`config.mk`:
```
export PLATFORM = sky130hd
export DESIGN_NAME = priority_list_arbiter
export DESIGN_NICKNAME = d
export VERILOG_FILES = /design/src/design/pla_pkg.sv /design/src/design/priority_list_arbiter.sv /design/src/design/pla_pick.sv
export SDC_FILE = /design/constraint.sdc
export NUM_CORES = 1
export LEC_CHECK = 0
export BUFFER_PORTS_ARGS = -buffer_cell sky130_fd_sc_hd__buf_2
export CAP_MARGIN = 5
export CORE_MARGIN = 5
export CORE_UTILIZATION = 45
export DETAILED_ROUTE_END_ITERATION = 7
export PLACE_DENSITY = 0.72
export SLEW_MARGIN = 5
export SYNTH_ARGS = -nofsm -noshare
export SYNTH_HDL_FRONTEND = slang
export SYNTH_SLANG_ARGS = --single-unit
```
`constraint.sdc`:
```
create_clock -name clk -period 5.5 [get_ports clk]
set_input_delay 1.65 -clock clk [delete_from_list [all_inputs] [get_ports clk]]
set_output_delay 1.65 -clock clk [all_outputs]
set_load 0.03 [all_outputs]
```
`src/design/pla_pkg.sv`:
```
// Shared types and constants for the priority list arbiter.
// No dependencies; imported by every module of the block.
package pla_pkg;

  localparam int NUM_CLASSES    = 8;
  localparam int NUM_REQUESTERS = 8;
  localparam int CLASS_W        = 3;
  localparam int ID_W           = 3;
  localparam int POS_W          = $clog2(NUM_CLASSES);
  localparam int MASK_W         = 8;
  localparam int MAP_W          = NUM_REQUESTERS * CLASS_W;

  localparam logic [MAP_W-1:0] MAP_RESET = 24'hFAC688;

  typedef logic [CLASS_W-1:0] class_t;
  typedef class_t [NUM_CLASSES-1:0] order_t;

  typedef struct packed {
    logic [MASK_W-1:0] request_mask;
    logic              update_order;
  } in_item_t;

  typedef struct packed {
    logic            grant_valid;
    logic [ID_W-1:0] grant_id;
  } out_item_t;

  function automatic order_t order_reset();
    order_t o;
    for (int p = 0; p < NUM_CLASSES; p++) begin
      o[p] = CLASS_W'(p);
    end
    return o;
  endfunction

endpackage

```
`src/design/priority_list_arbiter.sv`:
```
// Top level of the least-recently-granted arbiter with class mapping.
// Depends on pla_pkg and pla_pick.
//
//   channel | ports                        | payload
//   in      | in_valid, in_ready, in_data  | in_item_t
//   out     | out_valid, out_ready, out_data | out_item_t
//   cfg     | cfg_we, cfg_wdata            | class map, 24 bits
//
// One transfer per cycle while the result is not stalled: input register, one pass of pick logic, result register.
// The result becomes valid when the item moves into the result register, which a stalled result
// delays; the priority list is updated on the edge the item moves into the result register.
// Reset: empty stages, identity class map, classes in ascending order.
// A stalled result holds the input stage; in_ready drops only then.
module priority_list_arbiter import pla_pkg::*; (
  input  logic             clk,
  input  logic             rst_n,
  input  logic             in_valid,
  output logic             in_ready,
  input  in_item_t         in_data,
  output logic             out_valid,
  input  logic             out_ready,
  output out_item_t        out_data,
  input  logic             cfg_we,
  input  logic [MAP_W-1:0] cfg_wdata
);

  logic             in_valid_r;
  in_item_t         in_data_r;
  logic             out_valid_r;
  out_item_t        out_data_r;
  logic [MAP_W-1:0] class_map_r;
  order_t           order_r;
  order_t           order_nxt;
  out_item_t        result;
  logic             advance;

  assign advance  = in_valid_r && (!out_valid_r || out_ready);
  assign in_ready = !in_valid_r || advance;

  pla_pick u_pick (
    .item      (in_data_r),
    .class_map (class_map_r),
    .order     (order_r),
    .result    (result),
    .order_nxt (order_nxt)
  );

  always_ff @(posedge clk) begin
    if (!rst_n) begin
      in_valid_r  <= 1'b0;
      out_valid_r <= 1'b0;
      class_map_r <= MAP_RESET;
      order_r     <= order_reset();
    end else begin
      if (cfg_we) begin
        class_map_r <= cfg_wdata;
      end
      if (in_ready) begin
        in_valid_r <= in_valid;
      end
      if (advance) begin
        out_valid_r <= 1'b1;
        order_r     <= order_nxt;
      end else if (out_ready) begin
        out_valid_r <= 1'b0;
      end
    end
  end

  always_ff @(posedge clk) begin
    if (in_valid && in_ready) begin
      in_data_r <= in_data;
    end
    if (advance) begin
      out_data_r <= result;
    end
  end

  assign out_valid = out_valid_r;
  assign out_data  = out_data_r;

endmodule

```
`src/design/pla_pick.sv`:
```
// Arbitration logic: winner selection over the class priority list and
// the list for the next transfer, rotated only on a grant with update_order set. Depends on pla_pkg.
module pla_pick import pla_pkg::*; (
  input  in_item_t         item,
  input  logic [MAP_W-1:0] class_map,
  input  order_t           order,
  output out_item_t        result,
  output order_t           order_nxt
);

  logic [NUM_CLASSES-1:0][NUM_REQUESTERS-1:0] class_req;
  logic [NUM_CLASSES-1:0]                     pos_hit;
  logic                                       hit;
  logic [POS_W-1:0]                           win_pos;
  class_t                                     win_class;
  logic [NUM_REQUESTERS-1:0]                  win_req;
  logic [ID_W-1:0]                            win_id;

  always_comb begin
    for (int c = 0; c < NUM_CLASSES; c++) begin
      for (int i = 0; i < NUM_REQUESTERS; i++) begin
        class_req[c][i] = item.request_mask[i] &&
                          (class_map[i*CLASS_W +: CLASS_W] == CLASS_W'(c));
      end
    end
  end

  always_comb begin
    hit     = 1'b0;
    win_pos = '0;
    for (int p = 0; p < NUM_CLASSES; p++) begin
      pos_hit[p] = |class_req[order[p]];
    end
    for (int p = NUM_CLASSES - 1; p >= 0; p--) begin
      if (pos_hit[p]) begin
        hit     = 1'b1;
        win_pos = POS_W'(p);
      end
    end
  end

  assign win_class = order[win_pos];
  assign win_req   = class_req[win_class];

  always_comb begin
    win_id = '0;
    for (int i = NUM_REQUESTERS - 1; i >= 0; i--) begin
      if (win_req[i]) begin
        win_id = ID_W'(i);
      end
    end
  end

  always_comb begin
    for (int p = 0; p < NUM_CLASSES; p++) begin
      if (hit && item.update_order && (POS_W'(p) >= win_pos)) begin
        if (p == NUM_CLASSES - 1) begin
          order_nxt[p] = win_class;
        end else begin
          order_nxt[p] = order[(p + 1) % NUM_CLASSES];
        end
      end else begin
        order_nxt[p] = order[p];
      end
    end
  end

  assign result.grant_valid = hit;
  assign result.grant_id    = hit ? win_id : '0;

endmodule

```
==> impl_metrics.ini, run 1 <==
[flow_run]
maxCapViolCount = 0

[clock_network]
hold_buffers = 0
clock-sinks = 63
clk_latency_ns = 0.37
clk_path_buf_depth = 2
cts_tree = done
htree_levels = 3
post_cts_resized = 0
numCtsBuffers = 9
root_buffer = clkbuf_8
clk_pin_slew_ns = 0.07
postCtsSetupBuffers = 0

[detailed_routing]
wl_per_cell_um = 18.6
wl_um = 11700
route.detailed.drc = 0
first_iter_violations = 357
viasPerCell = 6.05
first_pass_iters = 7
antenna_left = 0
via_count = 3818

[finish]
final-seq-area_um2 = 1390
num-fill-cells = 907
area_growth_pct = 8.31
utilization_pct = 49.3
antenna_cells = 0
multi_input_area_um2 = 2750
fin_area_um2 = 4780
num-nets-final = 531
drive_above_1_share_pct = 17.7

[outcome]
status = finished, final reports clean

[synthesis]
synth_edf_count = 13
syn-cell-area_um2 = 4410
synth_cell_types = 65
synthTopCellsByArea = dfxtp_1, mux2i_1, edfxtp_1
async_reset_ff_share_pct = 0
yosysTopAreaCellShare_pct = 22.7
postSynthCellCount = 480
ys_seq_area_share_pct = 31.6
yosys_warnings = 0
synth_top_cell_by_area = dfxtp_1
synth_flop_cell = dfxtp_1
syn_area_per_cell_um2 = 9.19
post-synth-top-count-cell = dfxtp_1
ys_ff_latch = 63
netlist_top_cells_count = dfxtp_1, nand2_1, mux2i_1
syn_nets = 518

[setup_path]
critPathLaunchType = register
crit_path_end_kind = register
crit_end = out_data[0]$_SDFFCE_PP0P_
r2r_setup_slack_ns = 0.33
cp_max_fo = 9
crit_required_ns = 5.60
cp.arrival_ns = 5.27
setup.worst_path.class = register to register
crit_start = in_data_r[6]$_DFFE_PP_
worstRegToRegCells = 15
timing.rr.start = in_data_r[6]$_DFFE_PP_
reg2reg_to = out_data[0]$_SDFFCE_PP0P_

[placed_design]
place_congestion = 0.931
dpl_worst_slack_ns = 0.430
place_area_um2 = 4580
port_buffers = 43
hpwl_um = 8650

[sta]
hold_viol = 0
setup_ws_ns = 0.332
setup_tns_ns = 0
timing.fmax_mhz = 193
period_share_pct = 94.0
worst_pin_slew_ns = 0.762
fin_worst_skew_ns = 0.0101
slew-limit-headroom_pct = 48.7
fin_crit_ns = 5.17
rsz0062_at_grt = false
finalSetupViolCount = 0
slew_viol_final = 0

[global_routing]
gr-total-overflow = 0
grt_usage_pct = 20.9
grt_antenna_before_repair = 0
grt_pass1_wl_um = 19100
grt_pass1_vias = 3620
grt_max_degree = 51

[floorplan]
die_h_um = 109
dieArea_um2 = 11900
core_um2 = 9680
start_util_pct = 45.5
io_pins = 44
fp.dieW_um = 109
rows = 36

[power]
intPower_mw = 0.934
power_density_nw_per_um2 = 299
seq_power_share_pct = 38.8
power_switching_mw = 0.492
combPwrFrac_pct = 32.2
swShare_pct = 34.5
power.share.clock_pct = 29.0
ir_drop_uv = 146
p_leak_nw = 1.87

[worst_hold_path]
hp-class = register to register
holdPathStages = 1
## cell usage in the layout, fill, tap and decap left out, types with 3 or more instances in the layout
cell      count
a311oi_1      3
nor4b_1       8
nand3_1       9
nand2b_1      7
o21ai_0      12
nand4b_1     20
buf_2        43
nor4bb_1     18
xor2_1       14
nor2b_1      29
mux2_2       10
a21oi_1      12
o211ai_1      6
nor2_1       16
a31oi_1       7
dfxtp_1      50
inv_1        11
mux2i_1      47
nor3_1       10
edfxtp_1     13
xnor2_1      10
mux4_2        6
clkbuf_8     11
o22ai_1       3
nand4_1      13
nor4_1        7
nand2_1      48
and2_1        4
## area by class of cell
type,count,share of cell area (%)
Multi-Input combinational cell,363,57.6
Clock inverter,4,0.917
Inverter,12,0.943
Clock buffer,12,3.25
Tap cell,133,3.48
Timing Repair Buffer,44,4.66
Sequential cell,63,29.1
## state kept, by name, indices dropped and copies added, names as in the netlist
| name | cells |
|---|---|
| out_valid | 1 |
| order_r | 24 |
| in_data_r | 9 |
| class_map_r | 24 |
| in_valid_r | 1 |
| out_data | 4 |
## worst max-delay path, stage by stage, from the launching register on
cell	delay, ns
edfxtp_1	0.49
nor4b_1	0.20
nor4_1	0.70
nand2_1	0.28
mux2_2	0.35
mux4_2	0.54
a21o_1	0.24
o21bai_4	0.20
and2_4	0.23
mux2_4	0.31
o221a_4	0.34
xor2_1	0.17
nor4_2	0.41
o211ai_1	0.16
a31oi_1	0.20
a311oi_1	0.08
## power by group through the flow
stage | sequential [mW] | clock (mW) | combinational, mW
finish | 0.553 | 0.414 | 0.459
global route | 0.558 | 0.448 | 0.504
CTS | 0.551 | 0.424 | 0.454
detailed placement | 0.562 | 0 | 0.452
global placement | 0.561 | 0 | 0.448
floorplan | 0.533 | 0 | 0.389
## cell families (layout without fill, tap and decap cells)
family | count (synthesis) | after routing | synth area share (%)
AND/OR/NAND/NOR | 207 | 207 | 29.8
AO/OA/AOI/OAI | 68 | 68 | 11.2
multiplexers | 64 | 64 | 16.6
flip-flops | 63 | 63 | 31.6
buffers and inverters | 54 | 72 | 6.04
XOR/XNOR | 24 | 24 | 4.77
## stage by stage
stage / hold slack, ns / power, mW / instances
3_3_place_gp: 0.515 / 1.01 / 615
2_1_floorplan: 0.490 / 0.922 / 480
4_1_cts: 0.541 / 1.43 / 631
6_report: 0.536 / 1.43 / 631
5_1_grt: 0.572 / 1.51 / 631
3_5_place_dp: 0.526 / 1.01 / 615
## how the worst min path moves through the flow
stage | startpoint | endpoint | slack, ns
floorplan | in_valid_r$_SDFFE_PN0N_ | out_valid$_SDFFE_PN0P_ | 0.49
global placement | in_valid_r$_SDFFE_PN0N_ | out_valid$_SDFFE_PN0P_ | 0.52
detailed placement | in_valid_r$_SDFFE_PN0N_ | out_valid$_SDFFE_PN0P_ | 0.53
CTS | in_valid_r$_SDFFE_PN0N_ | out_valid$_SDFFE_PN0P_ | 0.54
global route | in_valid_r$_SDFFE_PN0N_ | out_valid$_SDFFE_PN0P_ | 0.57
finish | in_valid_r$_SDFFE_PN0N_ | out_valid$_SDFFE_PN0P_ | 0.54
## per-layer routing
metal	vias up	part of all wire [%]	global-route usage, %
met5	-	0	0
met4	0	2.4	7.66
met1	1806	45	28.7
met3	25	8.5	6.04
met2	172	44	31.2
li1	1815	-	-
No activity file was read; power rests on OpenSTA's default activity.
==> run 2: changes to the inputs <==
--- a/config.mk
+++ b/config.mk
@@ -10,7 +10,7 @@
 export CORE_MARGIN = 5
 export CORE_UTILIZATION = 45
 export DETAILED_ROUTE_END_ITERATION = 7
-export PLACE_DENSITY = 0.72
+export PLACE_DENSITY = 0.67
 export SLEW_MARGIN = 5
 export SYNTH_ARGS = -nofsm -noshare
 export SYNTH_HDL_FRONTEND = slang
==> run 2 against run 1 <==
  * Clock skew rose by 0.0042 ns
  * Sequential power barely moved
  * Register-to-register slack improved by 0.13 ns
  * Total power fell by 0.44%
  * Die area did not move
  * Clock-buffer cell count rose by 2
  * Hold slack improved by 0.0094 ns
  * Combinational power rose by 2%
  * Non-clock buffer count did not move
  * Core utilization barely moved
  * Sequential share of layout area barely moved
  * Routed wire length fell by 0.65%
  * Largest power group unchanged
  * Highest routed layer unchanged
==> impl_metrics.ini, run 2 (synthesis results as in run 1) <==
[outcome]
status = finished, final reports clean

[placed_design]
dp_cells = 615
port_buffers = 43
hpwl_um = 8670
place_congestion = 0.949

[setup_path]
setup.worst_path.class = register to register
cp_max_fo = 9
cp.arrival_ns = 5.12
crit_path_end_kind = register
crit_required_ns = 5.58
critPathLaunchType = register

[detailed_routing]
via_count = 3833
met2_length_um = 5110
route.detailed.drc = 0
first_pass_iters = 5
viasPerCell = 6.07
wl_um = 11700
wl_met3_um = 878
top_layer = met4
wl_met1_um = 5380
wl_per_cell_um = 18.5
first_iter_violations = 288
antenna_left = 0

[sta]
setup_tns_ns = 0
slew-limit-headroom_pct = 50.4
fin_crit_ns = 5.04
rsz0062_at_grt = false
slew_viol_final = 0
timing.fmax_mhz = 198
worst_pin_slew_ns = 0.743
fin_worst_skew_ns = 0.0143
period_share_pct = 91.7
hold_viol = 0
finalSetupViolCount = 0

[global_routing]
grt_pass1_wl_um = 19100
grt_usage_pct = 20.9
grt_antenna_before_repair = 0
gr-total-overflow = 0
grt_max_degree = 51
grt_pass1_vias = 3564

[clock_network]
clock-sinks = 63
numCtsBuffers = 9
clk_path_buf_depth = 2
hold_buffers = 0
cts_tree = done
root_buffer = clkbuf_8
clk_pin_slew_ns = 0.08
htree_levels = 3
clk_latency_ns = 0.35

[floorplan]
io_pins = 44
die_h_um = 109
fp.dieW_um = 109
dieArea_um2 = 11900
start_util_pct = 45.5
rows = 36
core_um2 = 9680

[finish]
final_cells = 631
num-nets-final = 531
mostFrequentLayoutCell = dfxtp_1
drive_above_1_share_pct = 17.9
mostFrequentLayoutCells = dfxtp_1, nand2_1, mux2i_1
num-fill-cells = 949
area_growth_pct = 8.37
reg.largest.list = class_map_r (24), order_r (24), in_data_r (9)
antenna_cells = 0

[power]
intPower_mw = 0.919
power_switching_mw = 0.501
combPwrFrac_pct = 33.0
seq_power_share_pct = 38.9
power_density_nw_per_um2 = 297
ir_drop_uv = 138
swShare_pct = 35.3
power.share.clock_pct = 28.1
p_leak_nw = 1.87

[flow_run]
maxCapViolCount = 0

[worst_hold_path]
hp-class = register to register
## run 2: path summary, 6_finish.rpt
kind                           start                         to  slack, ns  cells past startpoint
max reg2reg   in_data_r[8]$_DFFE_PP_  out_data[0]$_SDFFCE_PP0P_       0.46                     15
max           in_data_r[8]$_DFFE_PP_  out_data[0]$_SDFFCE_PP0P_       0.46                     15
min          in_valid_r$_SDFFE_PN0N_     out_valid$_SDFFE_PN0P_       0.55                      1
min reg2reg  in_valid_r$_SDFFE_PN0N_     out_valid$_SDFFE_PN0P_       0.55                      1
## run 2: layout make-up
cell class                      instances  area [um^2]  share of cell area [%]
Clock buffer                           14          184                    3.85
Sequential cell                        63         1390                    29.1
Multi-Input combinational cell        363         2760                    57.7
Tap cell                              133          166                    3.48
Timing Repair Buffer                   44          223                    4.66
Clock inverter                          2         11.3                   0.236
Inverter                               12         45.0                   0.943
## run 2: routing by layer
layer / GRT usage (%) / vias up
li1: - / 1823
met1: 29.9 / 1813
met2: 31.4 / 173
met3: 4.20 / 24
met4: 6.76 / 0
met5: 0 / -
## run 2: what timing repair did
| item | CTS | global route |
|---|---|---|
| setup endpoints to repair | 0 | 1 |
| resized for setup | 0 | 1 |
| buffers inserted | 0 | 0 |
## run 2: through the flow
stage,setup slack [ns],hold WS [ns],area (um^2),power [mW],util [%]
floorplan,1.05,0.490,4410,0.922,-
global placement,0.498,0.518,4580,1.01,47.3
detailed placement,0.461,0.532,4580,1.02,47.3
CTS,0.454,0.549,4770,1.42,49.3
global route,0.222,0.583,4780,1.50,49.3
finish,0.458,0.545,4780,1.42,49.3
## run 2: power groups by stage
stage / clock [mW] / combinational [mW] / sequential, mW
2_1_floorplan: 0 / 0.389 / 0.533
3_3_place_gp: 0 / 0.452 / 0.560
3_5_place_dp: 0 / 0.456 / 0.561
4_1_cts: 0.408 / 0.458 / 0.551
5_1_grt: 0.433 / 0.506 / 0.558
6_report: 0.399 / 0.468 / 0.552
## run 2: critical path, cell delays in order, from the launching register on
cell and delay (ns):
edfxtp_1 0.53, nor4bb_1 0.21, nor4_1 0.52, nand2_1 0.28, mux2_2 0.34, mux4_2 0.52, a21o_1 0.24, o21bai_4 0.23
and2_4 0.25, mux2_4 0.31, o221a_4 0.35, xor2_1 0.18, nor4_2 0.39, o211ai_1 0.15, a31oi_1 0.18, a311oi_1 0.08
==> run 3: changes to the inputs <==
--- a/config.mk
+++ b/config.mk
@@ -5,12 +5,15 @@
 export SDC_FILE = /design/constraint.sdc
 export NUM_CORES = 1
 export LEC_CHECK = 0
+export ABC_AREA = 1
 export BUFFER_PORTS_ARGS = -buffer_cell sky130_fd_sc_hd__buf_2
-export CAP_MARGIN = 5
+export CAP_MARGIN = 20
+export CELL_PAD_IN_SITES_DETAIL_PLACEMENT = 1
+export CELL_PAD_IN_SITES_GLOBAL_PLACEMENT = 1
 export CORE_MARGIN = 5
-export CORE_UTILIZATION = 45
+export CORE_UTILIZATION = 42
 export DETAILED_ROUTE_END_ITERATION = 7
-export PLACE_DENSITY = 0.67
+export PLACE_DENSITY = 0.85
 export SLEW_MARGIN = 5
 export SYNTH_ARGS = -nofsm -noshare
 export SYNTH_HDL_FRONTEND = slang
==> run 3 against run 2 <==
  * Cell count increased by 110%
  * Final area increased by 40%
  * Clock skew decreased by 0.0073 ns
  * Via count increased by 99%
  * Die area increased by 44%
  * Setup slack improved by 0.46 ns
  * First-iteration DRC count increased to 2.8 times the previous value
  * Synthesized area increased by 39%
  * Critical path type unchanged
  * Largest power group is now combinational logic
  * Highest routed layer unchanged
==> impl_metrics.ini, run 3 <==
[global_routing]
grt_pass1_vias = 7845
use_met2_pct = 48.2
grt_max_degree = 43
gr-total-overflow = 0
busiest_layer = met2
grt_pass1_wl_um = 39500
grtUsageMet3_pct = 6.06
grt_antenna_before_repair = 0
met1_usage_pct = 37.0
grt_usage_pct = 29.4

[clock_network]
clock-sinks = 63
post_cts_resized = 0
hold_buffers = 0
clk_pin_slew_ns = 0.06
clk_latency_ns = 0.35
root_buffer = clkbuf_16
postCtsSetupBuffers = 0
cts_tree = done
numCtsBuffers = 9
htree_levels = 3
clk_path_buf_depth = 2

[floorplan]
dieArea_um2 = 17100
io_pins = 44
die_h_um = 131
start_util_pct = 42.4
fp.dieW_um = 131
rows = 44
core_um2 = 14400

[sta]
slew_viol_final = 0
finalSetupViolCount = 0
setup_tns_ns = 0
hold_viol = 0
period_share_pct = 83.2
timing.fmax_mhz = 218
rsz0062_at_grt = false
fin_worst_skew_ns = 0.00702
worst_pin_slew_ns = 0.840
slew-limit-headroom_pct = 43.9
fin_crit_ns = 4.58

[placed_design]
dp_cells = 1292
place_congestion = 0.983
port_buffers = 43
hpwl_um = 18400

[flow_run]
maxCapViolCount = 0

[synthesis]
netlist_top_cells_count = nand2_1, nand3_1, nor2_1
syn-cell-area_um2 = 6110
synth_edf_count = 13
syn_area_per_cell_um2 = 5.53
yosys_warnings = 0
async_reset_ff_share_pct = 0
syn_nets = 1142
yosysTopAreaCellShare_pct = 25.3
post-synth-top-count-cell = nand2_1
postSynthCellCount = 1104
synth_top_cell_by_area = nand2_1
synth_cell_types = 39
ys_seq_area_share_pct = 22.8
ys_ff_latch = 63
synthTopCellsByArea = nand2_1, dfxtp_1, nand3_1
synth_flop_cell = dfxtp_1

[setup_path]
critPathTopFamily = simple AND/OR/NAND/NOR gates
cp_common_cell = nand2_1
cpMaxStageDelayCell = dfxtp_1
timing.rr.start = order_r[12]$_SDFFE_PN0P_
cp_slowest_stage_delay_ns = 0.73
setup.worst_path.class = register to register
path_buf_inv = 2
cp.arrival_ns = 4.67
critPathLaunchType = register
cp_max_fo = 42
crit_path_end_kind = register
crit_start = order_r[12]$_SDFFE_PN0P_
crit_required_ns = 5.59

[finish]
area_growth_pct = 9.28
antenna_cells = 0
num-fill-cells = 2137
mostFrequentLayoutCell = nand2_1
utilization_pct = 46.3
drive_above_1_share_pct = 11.1
final_cells = 1308
mostFrequentLayoutCells = nand2_1, nand3_1, nor2_1
num-nets-final = 1157
reg.largest.list = class_map_r (24), order_r (24), in_data_r (9)

[detailed_routing]
route.detailed.drc = 0
first_pass_iters = 5
via_count = 7618
first_iter_violations = 793
wl_um = 24400
antenna_left = 0
viasPerCell = 5.82
wl_per_cell_um = 18.7

[power]
power_density_nw_per_um2 = 385
ir_drop_uv = 181
p_leak_nw = 3.34

[worst_hold_path]
hp-start = class_map_r[20]$_SDFFE_PN1P_
hp-class = register to register

[outcome]
status = finished, final reports clean
run 3: cell types whose count changed after synthesis, moves of 18 or more:
cell | previous run | this run
mux2i_1 | 47 | 1
o21ai_1 | 1 | 21
nor2b_1 | 29 | 0
inv_1 | 11 | 78
inv_2 | 0 | 24
nand2_1 | 48 | 412
o21ai_0 | 12 | 86
nand4b_1 | 20 | 0
nor2_1 | 16 | 95
nor4bb_1 | 18 | 0
a21oi_1 | 12 | 71
nand3_1 | 9 | 116
run 3: logic make-up (layout without fill, tap and decap cells):
family	count (synthesis)	in the layout	share of synthesized area, %
DFF	63	63	22.8
and+or+nand+nor	682	682	47.7
muxes	1	1	0.164
AOI/OAI and AO/OA	205	205	18.4
buffers and inverters	153	173	11.0
run 3: path summary, 6_finish.rpt:
| kind | endpoint | slack, ns | depth (start not counted) |
|---|---|---|---|
| worst max-delay path | out_data[0]$_SDFFCE_PP0P_ | 0.92 | 29 |
| worst min-delay path | class_map_r[20]$_SDFFE_PN1P_ | 0.50 | 2 |
| worst max register to register | out_data[0]$_SDFFCE_PP0P_ | 0.92 | 29 |
| worst min register to register | class_map_r[20]$_SDFFE_PN1P_ | 0.50 | 2 |
run 3: final cells by class:
cell class / instances / area, um^2 / share of cell area [%]
clock buffer: 14 / 275 / 4.12
clock inverter: 2 / 60.1 / 0.900
inverter: 108 / 413 / 6.18
multi-input combinational: 888 / 4050 / 60.6
sequential: 63 / 1390 / 20.8
tap: 184 / 230 / 3.45
timing repair buffer: 49 / 260 / 3.90
run 3: worst register-to-register path: cells and delay by family (launching register included):
family                 cells  cell delay, ns
and+or+nand+nor           25            2.88
DFF                        1            0.73
buffers and inverters      2            0.56
AOI/OAI and AO/OA          2            0.16
run 3: metal layers:
layer  wire length (um)  part of all wire, %
met1              10500                   43
met2              11300                   46
met3               1670                  6.8
met4                955                  3.9
met5                  0                    0
run 3: report_power, final:
group          internal, mW  switching, mW
registers             0.531         0.0500
logic                 0.392          0.935
clock network         0.437          0.222
run 3: stage by stage:
stage                     cell area [um^2]  hold WS [ns]  power (mW)  setup slack (ns)
after CTS                             6680         0.503        2.55              1.07
after global placement                6340         0.486        1.84              1.30
after detailed placement              6340         0.493        1.88              1.15
after floorplan                       6110         0.457        1.64              1.88
after global routing                  6680         0.541        2.75             0.543
final                                 6680         0.500        2.57             0.923
